<file path="src/rtl/msh_pkg.sv">
// Package for the escape-time pixel shade pipeline.
// Holds the stage word type, register index codes and the saturation helper.
// No dependencies.
package msh_pkg;

    localparam int QW = 32;
    localparam int NW = 8;

    localparam logic [0:0] REG_STEP_X = 1'b0;
    localparam logic [0:0] REG_STEP_Y = 1'b1;

    localparam logic signed [63:0] Q_MAX = 64'sd2147483647;
    localparam logic signed [63:0] Q_MIN = -64'sd2147483648;

    typedef struct packed {
        logic signed [QW-1:0] zx;
        logic signed [QW-1:0] zy;
        logic signed [QW-1:0] cx;
        logic signed [QW-1:0] cy;
        logic [NW-1:0]        n;
        logic [7:0]           gain;
        logic                 done;
        logic [7:0]           red;
        logic [7:0]           green;
        logic [7:0]           blue;
    } item_t;

    function automatic logic signed [QW-1:0] sat32(input logic signed [63:0] v);
        logic signed [QW-1:0] r;
        if (v > Q_MAX)
        begin
            r = Q_MAX[QW-1:0];
        end
        else if (v < Q_MIN)
        begin
            r = Q_MIN[QW-1:0];
        end
        else
        begin
            r = v[QW-1:0];
        end
        return r;
    endfunction

endpackage

</file>
<file path="src/rtl/msh_map.sv">
// Coordinate mapping: two stages turning pixel position into the point c.
// Depends on msh_pkg.
module msh_map #(
    parameter int FRAC_BITS  = 26,
    parameter int COORD_BITS = 12
) (
    input  logic                 clk,
    input  logic                 rst_n,
    input  logic                 en,
    input  logic                 in_valid,
    input  logic [11:0]          pixel_x,
    input  logic [11:0]          pixel_y,
    input  logic [7:0]           red_in,
    input  logic [7:0]           green_in,
    input  logic [7:0]           blue_in,
    input  logic [27:0]          step_x,
    input  logic [26:0]          step_y,
    output logic                 out_valid,
    output msh_pkg::item_t       out_item
);

    localparam logic [11:0] CMASK = (COORD_BITS >= 12) ? 12'hFFF
                                                       : 12'((1 << COORD_BITS) - 1);
    localparam logic signed [63:0] TWO  = 64'sd2 <<< FRAC_BITS;
    localparam logic [63:0]        C095 = ((64'd95 << FRAC_BITS) + 64'd50) / 64'd100;

    logic        a_valid_reg;
    logic [39:0] prx_reg;
    logic [38:0] pry_reg;
    logic [7:0]  red_reg;
    logic [7:0]  green_reg;
    logic [7:0]  blue_reg;
    logic        b_valid_reg;
    msh_pkg::item_t item_reg;
    msh_pkg::item_t item_next;

    logic [11:0] px;
    logic [11:0] py;

    assign px = pixel_x & CMASK;
    assign py = pixel_y & CMASK;

    always_ff @(posedge clk or negedge rst_n)
    begin
        if (!rst_n)
        begin
            a_valid_reg <= 1'b0;
            b_valid_reg <= 1'b0;
        end
        else if (en)
        begin
            a_valid_reg <= in_valid;
            b_valid_reg <= a_valid_reg;
        end
    end

    always_ff @(posedge clk)
    begin
        if (en)
        begin
            prx_reg   <= 40'(px) * 40'(step_x);
            pry_reg   <= 39'(py) * 39'(step_y);
            red_reg   <= red_in;
            green_reg <= green_in;
            blue_reg  <= blue_in;
            item_reg  <= item_next;
        end
    end

    always_comb
    begin
        item_next       = '0;
        item_next.cx    = msh_pkg::sat32(signed'({24'b0, prx_reg}) - TWO);
        item_next.cy    = msh_pkg::sat32(signed'({25'b0, pry_reg}) - signed'(C095));
        item_next.red   = red_reg;
        item_next.green = green_reg;
        item_next.blue  = blue_reg;
    end

    assign out_valid = b_valid_reg;
    assign out_item  = item_reg;

endmodule

</file>
<file path="config.mk">
export PLATFORM = sky130hd
export DESIGN_NAME = msh_map
export DESIGN_NICKNAME = d
export VERILOG_FILES = /design/src/rtl/msh_pkg.sv /design/src/rtl/msh_map.sv
export SDC_FILE = /design/constraint.sdc
export NUM_CORES = 2
export LEC_CHECK = 0
export ABC_AREA = 1
export BUFFER_PORTS_ARGS = -buffer_cell sky130_fd_sc_hd__buf_4
export CELL_PAD_IN_SITES_DETAIL_PLACEMENT = 0
export CELL_PAD_IN_SITES_GLOBAL_PLACEMENT = 1
export CORE_UTILIZATION = 47
export DETAILED_ROUTE_END_ITERATION = 16
export PLACE_DENSITY_LB_ADDON = 0.1
export SLEW_MARGIN = 10
export SYNTH_ARGS = -nofsm -noshare
export SYNTH_HDL_FRONTEND = slang
export SYNTH_SLANG_ARGS = --single-unit
export TNS_END_PERCENT = 5
</file>
<file path="constraint.sdc">
create_clock -name clk -period 2.4 [get_ports clk]
set_input_delay 0.24 -clock clk [delete_from_list [all_inputs] [get_ports clk]]
set_output_delay 0.24 -clock clk [all_outputs]
set_load 0.005 [all_outputs]
</file>
Word-level counts from Yosys, hierarchy flattened

Index checks and enable logic that the tools add are counted.

Flip-flop bits (word level): 193
Input port bits: 107
Output and inout port bits: 170
Word-level logic and storage cells: 22

$add $sub $neg: 2
$mul: 2
Order comparisons: 4
Multiplexer cells: 2

Operators with widths:

| cell                                                            | count |
|---|---|
| 2-to-1 mux 32 bit                                               | 2 |
| greater-than comparator 41 x 32 -> 1 bit, second input constant | 1 |
| < comparator 41 x 32 -> 1 bit, second input constant            | 1 |
| subtractor 40 x 28 -> 41 bit, second input constant             | 1 |
| greater-than comparator 40 x 32 -> 1 bit, second input constant | 1 |
| < comparator 40 x 32 -> 1 bit, second input constant            | 1 |
| multiplier 12 x 28 -> 40 bit                                    | 1 |
| subtractor 39 x 26 -> 40 bit, second input constant             | 1 |
| multiplier 12 x 27 -> 39 bit                                    | 1 |

Longest topological paths before layout

Depth in word-level cells: 3
Depth in mapped cells: 24
Mapped depth without buffers: 22

Least setup slack after synthesis

Ideal clock, no wire load.

Kind: input-to-reg
Start: input port pixel_y[8]
End: register pry_reg[25], data pin
Arrival time: 4.996 ns
Required time: 2.135 ns
Setup slack: -2.861 ns
Cell stages on the path: 19
Cells stage by stage: clkbuf_1 -> clkbuf_1 -> nand2_1 -> fa_1 -> inv_1 -> fa_1 -> fa_1 -> fa_1 -> inv_1 -> fa_1 -> inv_1 -> ha_1 -> a21o_1 -> a21boi_0 -> a21boi_0 -> nand2_1 -> a21oi_1 -> o21ai_0 -> xor2_1

Word-level cells in the longest chain between the ends: 1

RTL lines:

| what                         | RTL line      | text |
|---|---|---|
| from (decl)                  | msh_map.sv:12 | `input logic [11:0] pixel_y,` |
| multiplier 12 x 27 -> 39 bit | msh_map.sv:62 | `pry_reg <= 39'(py) * 39'(step_y);` |
| to (signal assigned)         | msh_map.sv:62 |  |
| to (decl)                    | msh_map.sv:29 | `logic [38:0] pry_reg;` |

No other way between the ends.
A chain may end at the register's enable or synchronous reset.

Final worst setup path

Start: input port step_x[20]
End: register prx_reg[31], data pin

Word-level cells in the longest chain between the ends: 1

RTL lines:

| what                         | RTL line      | text |
|---|---|---|
| from (decl)                  | msh_map.sv:16 | `input logic [27:0] step_x,` |
| multiplier 12 x 28 -> 40 bit | msh_map.sv:61 | `prx_reg <= 40'(px) * 40'(step_x);` |
| to (signal assigned)         | msh_map.sv:61 |  |
| to (decl)                    | msh_map.sv:28 | `logic [39:0] prx_reg;` |

No other way between the ends.

==> impl_metrics.tcl <==
set metrics [dict create \
    status "finished with violations" \
    violations "setup timing" \
    worst-endpoint-arrival_ps 4680 \
    fin_crit_sh_pct 184 \
    max-slew-margin-rel_pct 64.9 \
    initial_utilization_pct 47.6 \
    synth_area_sq_mm 0.0300 \
    drive_above_1_share_pct 24.9 \
    worstPathCellList "buf_4, nand2_1, fa_1, inv_1, fa_1, fa_1, fa_1, fa_2, ha_4, nand2_1, nor2_2, inv_1, nor3_4, inv_1, buf_4, o21ai_2, xor2_1" \
    io-pin-count 277 \
    crit_path_frequent_cell "fa_1" \
    reg2reg_slack_ps -30 \
    yosysWarnings 0 \
    max_freq_mhz 226 \
    cpMaxStageDelayCell "fa_1" \
    min_to "a_valid_reg$_DFFE_PN0P_" \
    async_reset_ff_share_pct 1.04 \
    cts_tree "built" \
    hp-start "in_valid" \
    cts_root_buf "clkbuf_16" \
    io_buffer_count 195 \
    busiest_layer "met2" \
    grt_pass1_vias 26300 \
    worst_clock_skew_ps 15.5 \
    grt_util_met1_pct 32.5 \
    slowest_delay_ps 630 \
    antennaDiodeCount 0 \
    cts-htree-levels 4 \
    setup_ws_ps -2020 \
    wl_mm 85.3 \
    finalHoldViolations 0 \
    ys_seq_elements 193 \
    worst_slew_pin_slew_ps 521 \
    worstSkewPairLatency_ps 450 \
    path_max_fanout 9 \
    timing.rr.start "pry_reg[28]$_DFFE_PP_" \
    worst-r2r-cell-count 17 \
    met2_usage_pct 50.2 \
    nFillCells 5561 \
    gp_congestion 0.879 \
    coreArea_sq_mm 0.0631 \
    crit_type "in -> reg" \
    clkSinkCount 193 \
    ys_seq_area_share_pct 19.3 \
    antenna_found_initial 0 \
    post-route-util_pct 61.6 \
    r2r-end "out_item[50]$_SDFFCE_PN1P_" \
    drc 0 \
    crit_buf_inv 5 \
    grt_pass1_wl_mm 136 \
    yosysUniqueCellTypes 42 \
    use_met3_pct 2.16 \
    grt_usage_pct 26.7 \
    cts_made_buffers 17 \
    antenna_left 0 \
    cp-start-kind "input port" \
    detail_route.wl_per_cell_um 16.7 \
    clockBufferDepth 2 \
    syn_area_per_cell_sq_um 8.14 \
    maxCapViolCount 0 \
    drt_pre_antenna_iters 5 \
    final_common_cell "nand2_1" \
    whs_path_depth 3 \
    clk_pin_slew_ps 90 \
    slew_viol_final 0 \
    vias 24700 \
    largest_reg_flops 88 \
    setup_violations 95 \
    final_cell_mix "1003 x nand2_1, 877 x inv_1, 544 x buf_4" \
    syn_to_final_growth_pct 29.4 \
    end_kind "flip-flop" \
    dpl.hpwl_mm 70.9 \
    die_x_um 255 \
    rsz0062_at_grt "true" \
    cp.required_ps 2670 \
    hp-class "in -> reg" \
    period_needed_ps 4420 \
    vias_per_cell 4.84 \
    grt_max_degree 53 \
    nNetsFinal 5011 \
    cp_top_family "adder cells" \
    fp.dieH_um 255 \
    die_area_sq_mm 0.0649 \
    synth_flop_cell "edfxtp_1" \
    num_rows 92 \
    syn_inst 3687 \
    gr-total-overflow 0 \
    synth_edf_count 191 \
    drtIter0Drc 1136 \
]
## stage by stage
step	std cells	hold WS [ps]	setup slack, ps	area (sq um)	setup TNS, ps
after global routing	5094	12.6	-2210	38900	-135420
after CTS	5082	1.47	-1990	38200	-118590
after floorplan	3767	-55.6	-2180	31700	-135150
final	5094	18.2	-2020	38900	-118650
after global placement	5001	21.5	-3060	35800	-167800
after detailed placement	5001	25.8	-3130	35800	-170360
## synthesized netlist by cell type (2+ instances only)
master | count | share of area (%)
nand2_1 | 1085 | 14
inv_1 | 910 | 11
fa_1 | 510 | 34
edfxtp_1 | 191 | 19
nor2_1 | 167 | 2.1
ha_1 | 159 | 6.6
clkbuf_1 | 120 | 1.5
a21oi_1 | 91 | 1.5
buf_4 | 84 | 2.1
nand3_1 | 69 | 1.2
xor2_1 | 67 | 2.0
o21ai_0 | 57 | 0.95
xnor2_1 | 30 | 0.88
nor3_1 | 22 | 0.37
nand4_1 | 19 | 0.40
o21bai_1 | 14 | 0.35
a21o_1 | 13 | 0.33
a31oi_1 | 11 | 0.23
buf_1 | 10 | 0.13
a21boi_0 | 6 | 0.15
inv_2 | 6 | 0.075
nor4_1 | 5 | 0.10
buf_2 | 4 | 0.067
nand2_2 | 4 | 0.083
o21a_1 | 4 | 0.10
nor2_2 | 3 | 0.063
o211ai_1 | 3 | 0.075
o221ai_1 | 3 | 0.088
a211oi_1 | 2 | 0.050
a21oi_2 | 2 | 0.058
and3_1 | 2 | 0.042
dfrtp_1 | 2 | 0.17
o21ai_1 | 2 | 0.033
or2_2 | 2 | 0.042
## logic make-up after synthesis
group | synth area share, %
adders and majority gates | 40.6
xor gates and xnor gates | 2.83
AOI/OAI and AO/OA | 4.04
DFF | 19.3
buffers and inverters | 15.2
and+or+nand+nor | 18.0
other | 0.0125
## final cells by class
cell class	instances	area, sq um	share of cell area (%)
clock buffer	17	425	1.09
tap	846	1060	2.72
sequential	193	5790	14.9
clock inverter	15	250	0.644
timing repair buffer	667	5950	15.3
multi-input combinational	2440	22000	56.5
inverter	916	3440	8.85
## worst max path at each step
stage	slack [ps]	from	end	depth (start not counted)
after floorplan	-2180	pixel_x[7]	prx_reg[33]$_DFFE_PP_	19
after global placement	-3060	pixel_y[5]	pry_reg[38]$_DFFE_PP_	18
after detailed placement	-3130	pixel_y[5]	pry_reg[38]$_DFFE_PP_	18
after CTS	-1990	pixel_y[5]	pry_reg[29]$_DFFE_PP_	19
after global routing	-2210	pixel_x[5]	prx_reg[28]$_DFFE_PP_	22
final	-2020	step_x[20]	prx_reg[31]$_DFFE_PP_	17
## metal layers
metal | wire length [um] | vias up | share of wire, %
met4 | 2480 | 0 | 2.9
met1 | 34100 | 12200 | 40
li1 | - | 11700 | -
met3 | 3050 | 139 | 3.6
met5 | 0 | - | 0
met2 | 45700 | 561 | 54
## repair_timing
action / 4_1_cts / 5_1_grt
gates cloned: 6 / 2
pin swaps: 120 / 68
endpoints found under the hold margin: 26 / 0
endpoints found under the setup margin: 112 / 133
resized for setup: 291 / 122
setup buffers: 18 / 10
hold buffers: 25 / 0
## worst min-delay path, stage by stage
cell and delay [ps]:
buf_4 80, nand2_1 50, o21ai_0 60
Power is not shown: default switching activity piles up to over one toggle a cycle in this logic, so the estimate is an artifact.
